`src/rtl/cdsc_pkg.sv`:
```
// ----------------------------------------------------------------------------
// cdsc_pkg
// Shared types, codes and a helper function for the contact debounce and
// speaker control core.
// ----------------------------------------------------------------------------
package cdsc_pkg;

   localparam int NUM_LANES = 3;

   // Item command codes.
   localparam logic CMD_TICK   = 1'b0;
   localparam logic CMD_ACCESS = 1'b1;

   // Voice bus modes with their own speaker behavior.
   localparam logic [3:0] MODE_CAB   = 4'd0;
   localparam logic [3:0] MODE_MIC   = 4'd1;
   localparam logic [3:0] MODE_RADIO = 4'd3;

   // Configuration register indexes.
   localparam logic [2:0] CSR_STABLE_THRESHOLD = 3'd0;
   localparam logic [2:0] CSR_MAIN_PTT_BIT     = 3'd1;
   localparam logic [2:0] CSR_AUX_PTT_BIT      = 3'd2;
   localparam logic [2:0] CSR_MAIN_SPEAKER_BIT = 3'd3;
   localparam logic [2:0] CSR_AUX_SPEAKER_BIT  = 3'd4;

   // Configuration reset values.
   localparam logic [3:0] RST_STABLE_THRESHOLD = 4'd2;
   localparam logic [2:0] RST_MAIN_PTT_BIT     = 3'd0;
   localparam logic [2:0] RST_AUX_PTT_BIT      = 3'd1;
   localparam logic [4:0] RST_MAIN_SPEAKER_BIT = 5'd0;
   localparam logic [4:0] RST_AUX_SPEAKER_BIT  = 5'd1;

   localparam logic [4:0] LATCH_BITS = 5'd24;

   typedef struct packed {
      logic [3:0] stable_threshold;
      logic [2:0] main_ptt_bit;
      logic [2:0] aux_ptt_bit;
      logic [4:0] main_speaker_bit;
      logic [4:0] aux_speaker_bit;
   } cfg_type;

   typedef struct packed {
      logic [7:0] published;
      logic [7:0] rising;
   } lane_result_type;

   typedef struct packed {
      logic [23:0] debounced;
      logic [23:0] rising;
      logic [7:0]  port_one;
      logic [7:0]  port_two;
      logic [7:0]  port_three;
      logic        reset_request;
   } rsp_type;

   // One-hot latch mask for a speaker bit; positions past the latch select nothing.
   function automatic logic [23:0] spk_mask(input logic [4:0] bit_pos);
      logic [23:0] mask;
      mask = '0;
      if (bit_pos < LATCH_BITS) begin
         mask = 24'(1) << bit_pos;
      end
      return mask;
   endfunction

endpackage

```
`src/rtl/cdsc_lane.sv`:
```
// ----------------------------------------------------------------------------
// cdsc_lane
// Debounce and rising-edge detection for one contact byte.
// ----------------------------------------------------------------------------
module cdsc_lane (
   input  logic                      clock,
   input  logic                      reset,
   input  logic                      sample_en,
   input  logic [7:0]                raw,
   input  logic [3:0]                threshold,
   output cdsc_pkg::lane_result_type result
);
   import cdsc_pkg::*;

   logic [7:0] last_raw_ff, last_raw_in;
   logic [3:0] hold_count_ff, hold_count_in;
   logic [7:0] published_ff, published_in;

   always_comb begin
      last_raw_in   = last_raw_ff;
      hold_count_in = hold_count_ff;
      published_in  = published_ff;
      if (sample_en) begin
         if (raw != last_raw_ff) begin
            hold_count_in = '0;
            last_raw_in   = raw;
         end else if (hold_count_ff >= threshold) begin
            published_in = raw;
         end else begin
            hold_count_in = hold_count_ff + 4'd1;
         end
      end
   end

   // The previously published value is always the one held in published_ff,
   // so the edge is taken against it directly.
   assign result.published = published_in;
   assign result.rising    = sample_en ? (published_in & ~published_ff) : 8'd0;

   always_ff @(posedge clock) begin
      if (reset) begin
         last_raw_ff   <= '0;
         hold_count_ff <= '0;
         published_ff  <= '0;
      end else begin
         last_raw_ff   <= last_raw_in;
         hold_count_ff <= hold_count_in;
         published_ff  <= published_in;
      end
   end

endmodule

```
`src/rtl/cdsc_merge.sv`:
```
// ----------------------------------------------------------------------------
// cdsc_merge
// Combines the lane results, runs the speaker control and holds the output
// latch, and forms the result item.
// ----------------------------------------------------------------------------
module cdsc_merge (
   input  logic                                              clock,
   input  logic                                              reset,
   input  logic                                              fire,
   input  logic                                              cmd,
   input  logic                                              unit_active,
   input  logic [3:0]                                        bus_mode,
   input  logic [23:0]                                       set_bits,
   input  logic [23:0]                                       clear_bits,
   input  cdsc_pkg::cfg_type                                 cfg,
   input  cdsc_pkg::lane_result_type [cdsc_pkg::NUM_LANES-1:0] lanes,
   output cdsc_pkg::rsp_type                                 rsp
);
   import cdsc_pkg::*;

   // Latch is kept in set/clear layout: [15:8] port one, [7:0] port two,
   // [23:16] port three.
   logic [23:0] latch_ff, latch_in;
   logic [23:0] spk_latch, cab_step;
   logic [23:0] mspk, aspk;
   logic [7:0]  third;
   logic        mptt, aptt, spk_reset_req, reset_req;

   always_comb begin
      third = lanes[2].published;
      mptt  = third[cfg.main_ptt_bit];
      aptt  = third[cfg.aux_ptt_bit];
      mspk  = spk_mask(cfg.main_speaker_bit);
      aspk  = spk_mask(cfg.aux_speaker_bit);

      cab_step      = mptt ? (latch_ff & ~mspk) : (latch_ff | mspk);
      spk_latch     = latch_ff;
      spk_reset_req = 1'b0;
      unique case (bus_mode)
         MODE_CAB: begin
            spk_latch     = aptt ? (cab_step & ~aspk) : (cab_step | aspk);
            spk_reset_req = aptt;
         end
         MODE_MIC: begin
            if (mptt || aptt) begin
               spk_latch     = latch_ff & ~(mspk | aspk);
               spk_reset_req = 1'b1;
            end
         end
         MODE_RADIO: begin
            spk_latch     = (latch_ff & ~mspk) | aspk;
            spk_reset_req = mptt || aptt;
         end
         default: begin
            spk_latch = latch_ff | mspk | aspk;
         end
      endcase

      latch_in  = latch_ff;
      reset_req = 1'b0;
      if (fire) begin
         if (cmd == CMD_ACCESS) begin
            latch_in = (latch_ff & ~clear_bits) | set_bits;
         end else if (unit_active) begin
            latch_in  = spk_latch;
            reset_req = spk_reset_req;
         end
      end
   end

   always_comb begin
      for (int i = 0; i < NUM_LANES; i++) begin
         rsp.debounced[8*i +: 8] = lanes[i].published;
         rsp.rising[8*i +: 8]    = lanes[i].rising;
      end
      rsp.port_one      = latch_in[15:8];
      rsp.port_two      = ~latch_in[7:0];
      rsp.port_three    = latch_in[23:16];
      rsp.reset_request = reset_req;
   end

   always_ff @(posedge clock) begin
      if (reset) begin
         latch_ff <= '0;
      end else begin
         latch_ff <= latch_in;
      end
   end

endmodule

```
`src/rtl/contact_debounce_speaker_control_core.sv`:
```
// Latency: a result item appears in the cycle after its item is accepted.
// Throughput: one item per cycle while rsp_stall is low or no result is held;
// the three byte lanes and the speaker logic are all combinational, and the
// output register lets a new item in while the previous result is taken.
// Reset: synchronous; clears all debounce state and the output latch and
// restores the configuration defaults.
// ----------------------------------------------------------------------------
// contact_debounce_speaker_control_core
// Three parallel contact debounce lanes with edge detection, merged into
// monitor speaker control and an output latch with three ports.
// ----------------------------------------------------------------------------
module contact_debounce_speaker_control_core (
   input  logic        clock,
   input  logic        reset,
   input  logic        req_valid,
   output logic        req_stall,
   input  logic        req_cmd,
   input  logic [7:0]  req_raw_first,
   input  logic [7:0]  req_raw_second,
   input  logic [7:0]  req_raw_third,
   input  logic        req_unit_active,
   input  logic [3:0]  req_bus_mode,
   input  logic [23:0] req_set_bits,
   input  logic [23:0] req_clear_bits,
   output logic        rsp_valid,
   input  logic        rsp_stall,
   output logic [23:0] rsp_debounced,
   output logic [23:0] rsp_rising,
   output logic [7:0]  rsp_port_one,
   output logic [7:0]  rsp_port_two,
   output logic [7:0]  rsp_port_three,
   output logic        rsp_reset_request,
   input  logic        csr_write_enable,
   input  logic [2:0]  csr_index,
   input  logic [4:0]  csr_write_data
);
   import cdsc_pkg::*;

   cfg_type                          cfg_ff, cfg_in;
   logic                             rsp_valid_ff, rsp_valid_in;
   rsp_type                          rsp_ff, rsp_in;
   lane_result_type [NUM_LANES-1:0]  lanes;
   logic [NUM_LANES-1:0][7:0]        raw;
   logic                             fire, sample_en;

   always_comb begin
      cfg_in = cfg_ff;
      if (csr_write_enable) begin
         unique case (csr_index)
            CSR_STABLE_THRESHOLD: cfg_in.stable_threshold = csr_write_data[3:0];
            CSR_MAIN_PTT_BIT:     cfg_in.main_ptt_bit     = csr_write_data[2:0];
            CSR_AUX_PTT_BIT:      cfg_in.aux_ptt_bit      = csr_write_data[2:0];
            CSR_MAIN_SPEAKER_BIT: cfg_in.main_speaker_bit = csr_write_data;
            CSR_AUX_SPEAKER_BIT:  cfg_in.aux_speaker_bit  = csr_write_data;
            default:              cfg_in = cfg_ff;
         endcase
      end
   end

   assign req_stall = rsp_valid_ff && rsp_stall;
   assign fire      = req_valid && !req_stall;
   assign sample_en = fire && (req_cmd == CMD_TICK);
   assign raw       = {req_raw_third, req_raw_second, req_raw_first};

   for (genvar g = 0; g < NUM_LANES; g++) begin : g_lane
      cdsc_lane u_lane (
         .clock     (clock),
         .reset     (reset),
         .sample_en (sample_en),
         .raw       (raw[g]),
         .threshold (cfg_ff.stable_threshold),
         .result    (lanes[g])
      );
   end

   cdsc_merge u_merge (
      .clock       (clock),
      .reset       (reset),
      .fire        (fire),
      .cmd         (req_cmd),
      .unit_active (req_unit_active),
      .bus_mode    (req_bus_mode),
      .set_bits    (req_set_bits),
      .clear_bits  (req_clear_bits),
      .cfg         (cfg_ff),
      .lanes       (lanes),
      .rsp         (rsp_in)
   );

   assign rsp_valid_in = fire || (rsp_valid_ff && rsp_stall);

   always_ff @(posedge clock) begin
      if (reset) begin
         cfg_ff.stable_threshold <= RST_STABLE_THRESHOLD;
         cfg_ff.main_ptt_bit     <= RST_MAIN_PTT_BIT;
         cfg_ff.aux_ptt_bit      <= RST_AUX_PTT_BIT;
         cfg_ff.main_speaker_bit <= RST_MAIN_SPEAKER_BIT;
         cfg_ff.aux_speaker_bit  <= RST_AUX_SPEAKER_BIT;
         rsp_valid_ff            <= 1'b0;
      end else begin
         cfg_ff       <= cfg_in;
         rsp_valid_ff <= rsp_valid_in;
      end
   end

   always_ff @(posedge clock) begin
      if (fire) begin
         rsp_ff <= rsp_in;
      end
   end

   assign rsp_valid         = rsp_valid_ff;
   assign rsp_debounced     = rsp_ff.debounced;
   assign rsp_rising        = rsp_ff.rising;
   assign rsp_port_one      = rsp_ff.port_one;
   assign rsp_port_two      = rsp_ff.port_two;
   assign rsp_port_three    = rsp_ff.port_three;
   assign rsp_reset_request = rsp_ff.reset_request;

endmodule
```
`config.mk`:
```
export PLATFORM = sky130hd
export DESIGN_NAME = contact_debounce_speaker_control_core
export DESIGN_NICKNAME = d
export VERILOG_FILES = /design/src/rtl/cdsc_pkg.sv /design/src/rtl/cdsc_lane.sv /design/src/rtl/cdsc_merge.sv /design/src/rtl/contact_debounce_speaker_control_core.sv
export SDC_FILE = /design/constraint.sdc
export NUM_CORES = 1
export LEC_CHECK = 0
export ABC_AREA = 1
export BUFFER_PORTS_ARGS = -buffer_cell sky130_fd_sc_hd__buf_2
export CORE_ASPECT_RATIO = 1.75
export CORE_MARGIN = 3
export CORE_UTILIZATION = 40
export CTS_BUF_LIST = sky130_fd_sc_hd__clkbuf_4 sky130_fd_sc_hd__clkbuf_8
export DETAILED_ROUTE_END_ITERATION = 16
export PLACE_DENSITY = 0.71
export SETUP_SLACK_MARGIN = 0.2
export SKIP_LAST_GASP = 1
export SYNTH_ARGS = -nofsm -noshare
export SYNTH_HDL_FRONTEND = slang
export SYNTH_HIERARCHICAL = 1
export SYNTH_SLANG_ARGS = --single-unit
```
`constraint.sdc`:
```
create_clock -name clock -period 12.8 [get_ports clock]
set_input_delay 1.28 -clock clock [delete_from_list [all_inputs] [get_ports clock]]
set_output_delay 1.28 -clock clock [all_outputs]
set_load 0.01 [all_outputs]
```
==> flow_summary.toml, run 1 <==
[layout]
drive_above_1_share_pct = 16.44
syn2layout_area_growth_pct = 10.08
antennaDiodeCount = 0
multi_input_area_um2 = 5205
final_common_cell = "nand2_1"
mostFrequentLayoutCells = "nand2_1 (472), nor2_1 (232), inv_1 (204)"
seqCellArea_um2 = 4294
final_net_count = 1802
num-fill-cells = 2742

[synth]
synth.area.top_cells = "edfxtp_1 (20%), dfxtp_1 (19%), nand2_1 (16%), nor2_1 (8.0%), inv_1 (7.0%)"
syn_avg_cell_area_um2 = 6.826
yosys_register_bits = 178
synth-simple-area-share_pct = 36.58
synth_area_um2 = 10950
synth-seq-area-share_pct = 39.22
synth_cell_types = 38
synth_compound_area_share_pct = 8.388
synth_top_family_by_area = "simple AND/OR/NAND/NOR gates"
synth_fp_nets = 1710
synth_top_area_share_pct = 20.02
synth_cells = 1604
synth.area.mux_share_pct = 0
synth_top_area_cell = "edfxtp_1"
synthXorXnorAreaFrac_pct = 0.7199
ys.warnings.count = 6
yosys.area_share.adder_pct = 1.714

[critical_path]
start_kind = "input pin"
worstSetupPathType = "in2reg"
cp_data_required_time_ns = 13.03
path_max_fanout = 45
arrival_ns = 4.65
end_kind = "flop"

[clock_network]
clock_path_buffers = 2
cts_tree = "done"
htreeDepth = 4
cts_hold_buf = 0
clk_pin_slew_worst_paths_ns = 0.10
insertion_delay_ns = 0.49
post_cts_buffers = 0
root_buffer = "clkbuf_8"
cts_buffers = 17
post_cts_resized = 0
cts.sinks = 178

[route]
vias_per_cell = 4.875
vias = 10110
drt_pass1_iterations = 5
finalWirelength_um = 28260
routedLengthMet1_um = 10340
avgRoutedWirePerCell_um = 13.63
met2_wirelength_um = 15430
drc_errors = 0
highest_layer = "met5"
route.met3.wl_um = 1260
ant_nets = 0
drt_iter0_drc = 588

[timing]
whs_ns = 0.4892
finalSetupViolCount = 0
relSlewSlack_pct = 29.50
fin_crit_ns = 4.424
rsz0062_at_grt = "false"
tightest_slew_ns = 1.056
hold_viol = 0
finClkSkew_ns = 0.01569
tns_ns = 0
final-max-slew-violation-count = 0
fmax_mhz = 226.0
setup_slack_ns = 8.376
period_share_pct = 34.56

[pwr]
power_w = 0.001245
p_per_area_nw_per_um2 = 103.3
leakage_nw = 5.831
irDropWorstVdd_mv = 0.08221

[global_routing]
grt_pass1_vias = 9787
grt_start_max_net_pins = 70
grt_pass1_wl_um = 45340
grt_overflow_total = 0
antenna_found_initial = 5
gr-usage-all-layers_pct = 19.40

[floorplanning]
initial_core_util_pct = 40.88
die-area_um2 = 29470
num_rows = 79
die_h_um = 224.9
ios = 166
core_um2 = 26790
die_x_um = 131.1

[placement]
hpwl_um = 21480
port_buffers = 165
gp_congestion = 0.9868
post-place-ws_ns = 7.901

[hold_path]
hold_class = "reg2reg"

[flow_run]
drv_cap = 0

[outcome]
outcome = "finished clean"
## synth_stat cells, drive strengths merged
cell	instances
nand3b	4
nor3	13
nor2	254
xnor2	3
or2	4
o21ai	90
inv	213
buf	80
nand2	485
edfxtp	73
clkbuf	17
o211ai	2
nand3	121
dfxtp	105
a21oi	77
and3	1
nand4	39
ha	15
xor2	6
clkinv	2
## per-stage QoR
stage / util (%) / cells / instance area, µm²
6_report: 45.00 / 2073 / 12050
5_1_grt: 45.00 / 2073 / 12050
4_1_cts: 45.00 / 2073 / 12050
3_5_place_dp: 43.41 / 2041 / 11630
3_3_place_gp: 43.41 / 2041 / 11630
2_1_floorplan: - / 1604 / 10950
## per-layer routing
| metal | global-route usage [%] | vias up |
|---|---|---|
| met1 | 18.82 | 4543 |
| met4 | 9.565 | 10 |
| met2 | 36.97 | 265 |
| met5 | 0 | - |
| met3 | 4.563 | 87 |
| li1 | - | 5201 |
## path summary, 6_finish.rpt
check | start | to | slack, ns | cells past startpoint
worst max-delay path | req_cmd | rsp_port_two[7] | 8.38 | 18
worst min-delay path | g_lane[0].u_lane/published_ff[7] | g_lane[0].u_lane/published_ff[7] | 0.49 | 2
worst max register to register | cfg_ff[19] | rsp_port_two[7] | 9.03 | 20
worst min register to register | g_lane[0].u_lane/published_ff[7] | g_lane[0].u_lane/published_ff[7] | 0.49 | 2
## where the power goes
group,internal (W),switching (W)
Sequential,0.000619,0.0000151
Combinational,0.0000628,0.000132
Clock,0.000201,0.000215
## critical path, cell delays in order
cell and delay [ns]:
buf_2 0.35, nor3_2 0.26, buf_4 0.51, nand3_1 0.39, nand2_1 0.17, nand2_1 0.08, inv_1 0.08, nand2_1 0.05
nand3_1 0.11, nand3_1 0.10, nand2_2 0.44, nand2_2 0.27, nand2_1 0.12, nand2_1 0.06, nand3_1 0.07, nand2_1 0.06
nand2_1 0.11, a21oi_1 0.07
## sequential cells by signal (all words and copies together) (netlist names), named ones only
register,flops
rsp_port_two,8
rsp_valid,1
rsp_port_one,8
u_merge/latch_ff,16
rsp_port_three,8
g_lane.u_lane/last_raw_ff,24
g_lane.u_lane/published_ff,24
cfg_ff,20
g_lane.u_lane/hold_count_ff,12
rsp_rising,24
rsp_debounced,24
rsp_reset_request,1
## layout make-up
cell class | count | share of cell area, %
repair buffers | 170 | 7.163
clock buffers | 19 | 2.066
well taps | 364 | 3.779
multi-input cells | 1114 | 43.18
clock inverters | 13 | 1.464
flip-flops and latches | 178 | 35.63
inverters | 215 | 6.716
## cell families after synthesis
logic type | after synthesis
buffers and inverters | 312
and+or+nand+nor | 921
AOI/OAI and AO/OA | 169
DFF | 178
xor gates and xnor gates | 9
adders and majority gates | 15
(Power assumes the default switching activity.)
==> inputs of run 2 (changes only) <==
==> constraint.sdc (replaced) <==
create_clock -name clock -period 4.1 [get_ports clock]
set_input_delay 0.41 -clock clock [delete_from_list [all_inputs] [get_ports clock]]
set_output_delay 0.41 -clock clock [all_outputs]
set_load 0.01 [all_outputs]
==> run 2 against run 1 <==
Cell count up 0.34%. First-iteration DRC count is 4.4% higher. Hold slack got worse by 0.35 ns. Cell area rose by 0.32%.
==> flow_summary.toml, run 2 (synthesized netlist as in run 1, its figures left out) <==
[clock_network]
htreeDepth = 4
cts.sinks = 178
clk_pin_slew_worst_paths_ns = 0.09
root_buffer = "clkbuf_8"
post_cts_resized = 0
cts_hold_buf = 0
cts_tree = "done"
post_cts_buffers = 0
insertion_delay_ns = 0.50
cts_buffers = 17
clock_path_buffers = 2

[critical_path]
crit_top_cell = "nand2_1"
cp_slowest_cell = "nand2_2"
arrival_ns = 3.63
worstSetupPathType = "reg2reg"
cp_data_required_time_ns = 4.32
slowest_delay_ns = 0.41
worstPathCellList = "inv_1 -> nand2_1 -> nand2_1 -> nor2_2 -> nand2_2 -> nor2_4 -> nand3_1 -> nand2_1 -> nand2_1 -> inv_1 -> nand2_1 -> nand3_1 -> nand3b_1 -> nand2_2 -> nand2_2 -> nand2_1 -> nand2_1 -> nand3_1 -> nand2_1 -> nand2_1 -> a21oi_1"
path_max_fanout = 22
start_kind = "flop"
end_kind = "flop"

[timing]
tightest_slew_ns = 0.9722
fmax_mhz = 292.8
relSlewSlack_pct = 35.03
fin_crit_ns = 3.415
finClkSkew_ns = 0.01933
finalSetupViolCount = 0
tns_ns = 0
whs_ns = 0.1413
rsz0062_at_grt = "false"
period_share_pct = 83.30
hold_viol = 0
final-max-slew-violation-count = 0

[global_routing]
grt_start_max_net_pins = 43
grt_overflow_total = 0
gr-usage-all-layers_pct = 19.28
antenna_found_initial = 6
grt_pass1_wl_um = 44910
grt_pass1_vias = 9427

[pwr]
power_w = 0.003896
irDropWorstVdd_mv = 0.2429
leakage_nw = 5.861
p_per_area_nw_per_um2 = 322.2

[floorplanning]
die_x_um = 131.1
die-area_um2 = 29470
core_um2 = 26790
num_rows = 79
initial_core_util_pct = 40.88
ios = 166
die_h_um = 224.9

[flow_run]
drv_cap = 0

[outcome]
outcome = "finished clean"

[placement]
gp_congestion = 0.9692
dp.cells = 2047
hpwl_um = 21910
port_buffers = 165

[route]
vias = 10220
finalWirelength_um = 28700
ant_nets = 0
drt_iter0_drc = 614
drc_errors = 0
avgRoutedWirePerCell_um = 13.80
vias_per_cell = 4.912
drt_pass1_iterations = 5

[layout]
num-fill-cells = 2759
final_net_count = 1808
syn2layout_area_growth_pct = 10.43
drive_above_1_share_pct = 16.68
final_common_cell = "nand2_1"
instances_no_fill = 2080
mostFrequentLayoutCells = "nand2_1 (472), nor2_1 (233), inv_1 (204)"

[hold_path]
hold_class = "in2reg"
[run 2: stage by stage]
step / instance area [µm²] / utilization [%] / worst slack [ns]
final: 12090 / 45.14 / 0.6848
after global routing: 12090 / 45.14 / 0.3624
after CTS: 12090 / 45.13 / 0.7547
after detailed placement: 11670 / 43.57 / 0.6005
after global placement: 11670 / 43.57 / 0.6626
after floorplan: 10950 / - / 0.3453
[run 2: cell type report]
type / count / area, µm² / area share [%]
multi-input combinational: 1114 / 5202 / 43.03
sequential: 178 / 4294 / 35.51
timing repair buffer: 176 / 908.4 / 7.512
inverter: 215 / 809.5 / 6.695
tap: 364 / 455.4 / 3.767
clock buffer: 18 / 241.5 / 1.997
clock inverter: 14 / 177.7 / 1.469
antenna: 1 / 2.502 / 0.02070
[run 2: metal layers]
metal	routed length (µm)	global-route usage, %	vias up
li1	-	-	5224
met1	10370	18.90	4632
met2	15750	36.84	283
met3	1464	4.682	70
met4	1064	8.735	8
met5	48	0	-
[run 2: report_power, final]
part	switching, W	internal [W]	total [W]
Clock	0.000681	0.000617	0.00130
Combinational	0.000416	0.000201	0.000618
Sequential	0.0000475	0.00193	0.00198
Total	0.00114	0.00275	0.00390
[run 2: final timing paths]
check	slack, ns	cells past startpoint	from	endpoint
hold reg to reg	0.49	2	g_lane[2].u_lane/published_ff[7]	g_lane[2].u_lane/published_ff[7]
setup reg to reg	0.68	21	g_lane[2].u_lane/last_raw_ff[0]	rsp_port_two[5]
hold / removal	0.14	3	csr_write_data[1]	cfg_ff[17]
setup / recovery	0.68	21	g_lane[2].u_lane/last_raw_ff[0]	rsp_port_two[5]
[run 2: worst max-delay path: cells and delay by family, from the launching register on]
kind	cells	cell delay, ns
AND/OR/NAND/NOR	18	2.53
flip-flops	1	0.39
buffers and inverters	2	0.15
AO/OA/AOI/OAI	1	0.08
